**src/dstsr_ram.sv**
```systemverilog
// Generic single-write, single-read RAM with registered read data.
`timescale 1ns / 1ps

module dstsr_ram #(
  parameter int WIDTH = 8,
  parameter int DEPTH = 16
) (
  input  logic                     clk,
  input  logic                     we,
  input  logic [$clog2(DEPTH)-1:0] waddr,
  input  logic [WIDTH-1:0]         wdata,
  input  logic [$clog2(DEPTH)-1:0] raddr,
  output logic [WIDTH-1:0]         rdata
);

  logic [WIDTH-1:0] mem [DEPTH];

  always_ff @(posedge clk) begin
    if (we) begin
      mem[waddr] <= wdata;
    end
    rdata <= mem[raddr];
  end

endmodule

```
**config.mk**
```make
export PLATFORM = sky130hd
export DESIGN_NAME = dstsr_ram
export DESIGN_NICKNAME = d
export VERILOG_FILES = /design/src/dstsr_ram.sv
export SDC_FILE = /design/constraint.sdc
export NUM_CORES = 1
export LEC_CHECK = 0
export ABC_AREA = 0
export BUFFER_PORTS_ARGS = -buffer_cell sky130_fd_sc_hd__buf_2
export CORE_MARGIN = 2
export CORE_UTILIZATION = 60
export DETAILED_ROUTE_END_ITERATION = 8
export GPL_ROUTABILITY_DRIVEN = 0
export PLACE_DENSITY = 0.8
export SLEW_MARGIN = 10
export SYNTH_ARGS = -nofsm -noshare
export SYNTH_HDL_FRONTEND = slang
export SYNTH_SLANG_ARGS = --single-unit
```
**constraint.sdc**
```tcl
create_clock -name clk -period 1.75 [get_ports clk]
set_clock_uncertainty 0.05 [all_clocks]
set_input_delay 0 -clock clk [delete_from_list [all_inputs] [get_ports clk]]
set_output_delay 0 -clock clk [all_outputs]
set_load 0.005 [all_outputs]
```
==> key figures, run 1 <==
Timing
  – RSZ-0062 raised after global routing: false
  – Least-Margin Pin Slew: 0.418 ns
  – Setup violations, final: 0
  – Slew HR: 0.722
  – Clock period minus worst slack: 1.52 ns
  – Slew Viols, Final: 0
  – Final Hold Vio Count: 0
  – Period utilization: 0.868
  – Max Fclk: 658 MHz
  – Setup TNS Final: 0 ns

Setup path
  – Reg2reg setup slack: 0.34 ns
  – Crit Path Class: in -> reg
  – Crit end category: register
  – WP data arrival: 1.87 ns
  – Reg-to-Reg Start: mem[1][2]$_DFFE_PP_
  – CP max stage cell: dlygate4sd3_1
  – CP dominant cell by count: dlygate4sd3_1
  – Critical path, cell by cell: dlygate4sd3_1, buf_2, nor2b_1, dlygate4sd3_1, buf_4, a22oi_1, nand2_1
  – Crit Path Max Fanout: 8
  – Required @ worst endpoint: 2.10 ns
  – Critical Path Source Type: input pin
  – Reg2reg path depth: 3
  – R2r endpoint: rdata[2]$_DFF_P_
  – CP Buf/Inv Count: 4
  – Top delay family on crit path: buffers and inverters
  – Critical Path Max Stage Delay: 0.54 ns

Floorplan
  – I/O pin cnt: 26
  – Starting Density: 0.623
  – Die ar.: between 9000 and 10000 um^2
  – Die width: slightly below 100 um
  – Core Region: 8260 um^2
  – Row cnt: 33
  – Die Y: 96.6 um

Placement
  – Port bufs: 25
  – Placed Instances: 371

Drt
  – Via count: 2539
  – Routed wire length: 10100 um
  – Met1 WL: 3930 um
  – # DRC: 0
  – Top layer in use: met4
  – Via density: 6.09
  – Wire per inst: 24.3 um
  – Iter 0 DRT Violations: 242
  – Detail Route met3 WL: 953 um
  – Post-DRT Antenna Nets: 0
  – DR WL met2: about 5000 um
  – First drt pass iteration count: 4

Power
  – Worst VDD drop: 0.00110 V
  – Pwr dens: 1180 nW/um^2
  – Total power: 7.31 mW
  – P_leak: 2.15 nW

Finish
  – Core Util, Final: 0.752
  – Nets: 317
  – Area delta synth->final: 20.6%
  – Share of layout cells above drive strength 1: 0.298
  – N_diodes: 0
  – Most frequent cells in the layout: edfxtp_1 (128), buf_2 (25), buf_4 (19), mux4_2 (18)
  – Commonest non-fill, non-tap cell in the layout: edfxtp_1
  – Non-Filler Instances: 417

CTS
  – CTS tree: built
  – Latest clock arrival within the worst-skew pair: 0.51 ns
  – Clock slew at reported path FFs: 0.06 ns
  – Clock H-tree levels: 4
  – Cts hold-fix bufs: 14
  – CTS resizes: 0
  – CTS buffer count: 17
  – CTS root buf: clkbuf_8
  – Post-CTS setup repair buffer count: 0
  – Sink Count: 136
  – Clock Path Buffers: 2

Global route
  – Vias in the first global route: 2708
  – GRT Residual Overflow: 0
  – GRT Util Overall: 0.242
  – Largest net degree at the start of global routing: 17
  – Initial antenna violation count: 0
  – First-pass GRT wire length: 16100 um

Job
  – Max-cap viol count: 0

Worst hold path
  – Hold EP: rdata[1]$_DFF_P_
  – Hold Path Origin: raddr[0]
  – Hold path depth: 4
  – Worst min path class: in -> reg

Logic synthesis
  – Post-synthesis cell area: 5150 um^2
  – Synth area leader: edfxtp_1
  – Area contributors post-synth: edfxtp_1 (75%), mux4_2 (7.9%), mux4_1 (7.1%)
  – Share of the synthesized area in the top cell type: 0.747
  – Post-synthesis sequential area ratio: 0.778
  – Library cells used by synthesis: 19
  – Syn_area_per_cell: 22.5 um^2
  – #FFs+latches synth: about 140
  – Cell count after synthesis: 229
  – Yosys warns: 0
  – Net Count, Synth: 247

Run status
  – Status: complete, no violations
[cells in the mapped netlist, drive strengths merged]
master / count
nor3: 4
clkdlybuf4s25: 3
buf: 7
and2b: 1
nand2: 9
edfxtp: 128
nand3: 1
nand3b: 2
nand2b: 2
and2: 1
or3b: 1
dfxtp: 8
a22oi: 16
nor2b: 1
nor2: 13
mux4: 32
[sequential cells by signal, summed over array words and instances (netlist names)]
name   flops
rdata      8
mem      128
[power breakdown]
part,leakage [nW],switching (mW),internal (mW)
Combinational,0.662,0.189,0.173
Sequential,1.22,0.0260,3.64
Clock,0.265,1.28,2.00
Total,2.15,1.49,5.81
[routing by layer]
layer  vias to the layer above  track usage
li1                       1117            -
met5                         -            0
met1                      1286        0.334
met2                       126        0.368
met3                        10       0.0737
met4                         0        0.102
[logic make-up (layout without fill, tap and decap cells)]
logic type,Yosys count,in the layout,synth area share
AND/OR/NAND/NOR,35,35,0.0318
buffers and inverters,10,93,0.0168
flip-flops,136,136,0.778
multiplexers,32,32,0.150
AO/OA/AOI/OAI,16,16,0.0233
[through the flow]
| step | setup slack, ns | cell area [um^2] | hold WS (ns) |
|---|---|---|---|
| final | 0.231 | 6210 | 0.0370 |
| after CTS | 0.205 | 6210 | 0.0245 |
| after global placement | 0.257 | 5520 | 0.331 |
| after floorplan | 0.207 | 5150 | 0.0489 |
| after detailed placement | 0.258 | 5520 | 0.328 |
| after global routing | 0.164 | 6210 | 0.0447 |
[how the worst max path moves through the flow]
stage	start	to	cells after the start
CTS	raddr[3]	rdata[6]$_DFF_P_	7
finish	raddr[3]	rdata[6]$_DFF_P_	7
global placement	raddr[0]	rdata[1]$_DFF_P_	5
floorplan	waddr[2]	mem[0][0]$_DFFE_PP_	2
detailed placement	raddr[0]	rdata[1]$_DFF_P_	5
global route	raddr[3]	rdata[6]$_DFF_P_	7
[worst min-delay path, delay by kind of cell]
kind | cells | cell delay (ns)
buffers and inverters | 1 | 0.18
AOI/OAI and AO/OA | 1 | 0.08
muxes | 1 | 0.25
and+or+nand+nor | 1 | 0.06
[final cells by class]
cell class | count | area, um^2
multi-input cells | 83 | 1060
clock buffers | 17 | 414
flip-flops and latches | 136 | 4000
well taps | 105 | 131
fillers | 463 | 2050
repair buffers | 61 | 468
clock inverters | 15 | 135
No activity file was read; power rests on OpenSTA's default activity.
==> inputs of run 2 (changes only) <==
Settings changed: CELL_PAD_IN_SITES_DETAIL_PLACEMENT set to 0, CELL_PAD_IN_SITES_GLOBAL_PLACEMENT set to 2, CORE_UTILIZATION 60 to 48.
==> key figures, run 2 (synthesized netlist as in run 1, its figures left out) <==
Run status
  – Status: complete, no violations (unchanged)

Global route
  – GRT Util Overall: 0.185 (was 0.242)
  – First-pass GRT wire length: 14600 um (was 16100 um)
  – Vias in the first global route: 2439 (was 2708)
  – Initial antenna violation count: 0 (unchanged)
  – Largest net degree at the start of global routing: 33 (was 17)
  – GRT Residual Overflow: 0 (unchanged)

Finish
  – Share of layout cells above drive strength 1: 0.319 (was 0.298)
  – Largest register by flop count: mem (unchanged)
  – Max FFs per register: 128 (unchanged)
  – Nets: 319 (was 317)
  – Filler instances: 734 (was 463)
  – Area delta synth->final: 22.4% (was 20.6%)
  – Top flop regs: mem (128), rdata (8) (unchanged)
  – N_diodes: 0 (unchanged)
  – Commonest non-fill, non-tap cell in the layout: edfxtp_1 (unchanged)
  – Most frequent cells in the layout: edfxtp_1 (128), buf_2 (25), buf_4 (25), mux4_2 (18) (was edfxtp_1 (128), buf_2 (25), buf_4 (19), mux4_2 (18))
  – Finished Cell Area: 6300 um^2 (was 6210 um^2)

Setup path
  – Critical Path Max Stage Delay: 0.48 ns (was 0.54 ns)
  – Required @ worst endpoint: 2.09 ns (was 2.10 ns)
  – Crit end category: register (unchanged)
  – CP max stage cell: mux4_2 (was dlygate4sd3_1)
  – Crit Path Class: reg -> reg (was in -> reg)
  – Critical path, cell by cell: mux4_2, a22oi_1, nand2_1 (was dlygate4sd3_1, buf_2, nor2b_1, dlygate4sd3_1, buf_4, a22oi_1, nand2_1)
  – WP data arrival: 1.75 ns (was 1.87 ns)
  – Critical Path Source Type: register (was input pin)
  – Crit Path Max Fanout: 1 (was 8)

Drt
  – Routed wire length: 9580 um (was 10100 um)
  – Iter 0 DRT Violations: 147 (was 242)
  – Via count: 2489 (was 2539)
  – # DRC: 0 (unchanged)
  – Via density: 5.54 (was 6.09)
  – Wire per inst: 21.3 um (was 24.3 um)
  – First drt pass iteration count: 4 (unchanged)
  – Post-DRT Antenna Nets: 0 (unchanged)

Floorplan
  – I/O pin cnt: 26 (unchanged)
  – Core Region: 10400 um^2 (was 8260 um^2)
  – Starting Density: 0.496 (was 0.623)
  – Die width: 108 um (was 96.6 um)
  – Row cnt: 37 (was 33)
  – Die Y: 108 um (was 96.6 um)
  – Die ar.: 11600 um^2 (was 9340 um^2)

Power
  – Pwr dens: 1210 nW/um^2 (was 1180 nW/um^2)
  – P_leak: 2.19 nW (was 2.15 nW)
  – Worst VDD drop: 0.000603 V (was 0.00110 V)

CTS
  – Clock slew at reported path FFs: 0.06 ns (about the same)
  – CTS buffer count: 17 (unchanged)
  – CTS root buf: clkbuf_8 (unchanged)
  – Clock H-tree levels: 4 (unchanged)
  – Sink Count: 136 (unchanged)
  – Latest clock arrival within the worst-skew pair: 0.51 ns (about the same)
  – Clock Path Buffers: 2 (unchanged)
  – CTS tree: built (unchanged)

Timing
  – Clock period minus worst slack: 1.41 ns (was 1.52 ns)
  – Final Hold Vio Count: 0 (unchanged)
  – Setup violations, final: 0 (unchanged)
  – Slew Viols, Final: 0 (unchanged)
  – Max Fclk: 709 MHz (was 658 MHz)
  – Period utilization: 0.806 (was 0.868)
  – Setup WS post-layout: 0.339 ns (was 0.231 ns)
  – Least-Margin Pin Slew: 0.446 ns (was 0.418 ns)
  – Setup TNS Final: 0 ns (unchanged)
  – Slew HR: 0.703 (was 0.722)
  – RSZ-0062 raised after global routing: false (unchanged)

Placement
  – Placed inst area: 5580 um^2 (was 5520 um^2)
  – Hpwl dp: 5930 um
  – Setup slack at placement: 0.236 ns (was 0.258 ns)
  – Port bufs: 25 (unchanged)

Worst hold path
  – Worst min path class: in -> reg (unchanged)

Job
  – Max-cap viol count: 0 (unchanged)
[run 2: cell types whose count changed in the layout (fill, tap and decap cells not counted), moves of 2 or more]
cell	before	now
buf_4	19	25
bufinv_16	2	4
clkinv_1	5	1
clkinv_4	2	4
dlygate4sd3_1	14	11
[run 2: routing by layer]
metal  vias to the layer above  part of all wire  GRT usage
met5                         -                 0          0
met4                         0             0.011     0.0678
met3                        10             0.067     0.0539
met2                        86              0.49      0.279
met1                      1273              0.43      0.259
li1                       1120                 -          -
[run 2: final cells by class]
type / count / area, um^2 / share of cell area
well taps: 136 / 170 / 0.0270
multi-input cells: 83 / 1060 / 0.168
repair buffers: 63 / 463 / 0.0735
flip-flops and latches: 136 / 4000 / 0.635
clock buffers: 19 / 432 / 0.0685
clock inverters: 12 / 176 / 0.0280
[run 2: final timing paths]
check,startpoint,endpoint,slack [ns],cells after the start
setup / recovery,mem[3][7]$_DFFE_PP_,rdata[7]$_DFF_P_,0.34,3
hold / removal,waddr[1],mem[0][6]$_DFFE_PP_,0.03,3
setup reg to reg,mem[3][7]$_DFFE_PP_,rdata[7]$_DFF_P_,0.34,3
hold reg to reg,mem[14][1]$_DFFE_PP_,rdata[1]$_DFF_P_,0.61,3
[run 2: critical path: cells and delay by family, from the launching register on]
family / cells / cell delay, ns
mux: 1 / 0.48
simple gates: 1 / 0.10
flops: 1 / 0.35
compound gates: 1 / 0.30
[run 2: where the power goes]
| group | internal, mW | switching (mW) | leakage [nW] | total (mW) |
|---|---|---|---|---|
| clock | 2.34 | 1.27 | 0.295 | 3.61 |
| combinational | 0.168 | 0.187 | 0.669 | 0.355 |
| sequential | 3.64 | 0.0195 | 1.22 | 3.66 |
[run 2: what timing repair did]
| item | in CTS | in global routing |
|---|---|---|
| resized for setup | 0 | 0 |
| hold buffers | 11 | 0 |
| buffers inserted | 0 | 0 |
| endpoints found under the hold margin | 132 | 0 |
[run 2: stage by stage]
| stage | utilization | total power, mW | instances | hold slack, ns |
|---|---|---|---|---|
| 2_1_floorplan | - | 3.91 | 229 | 0.0489 |
| 3_3_place_gp | 0.538 | 4.06 | 407 | 0.331 |
| 3_5_place_dp | 0.538 | 4.07 | 407 | 0.334 |
| 4_1_cts | 0.608 | 7.69 | 449 | 0.00596 |
| 5_1_grt | 0.608 | 7.85 | 449 | 0.0310 |
| 6_report | 0.608 | 7.63 | 449 | 0.0331 |
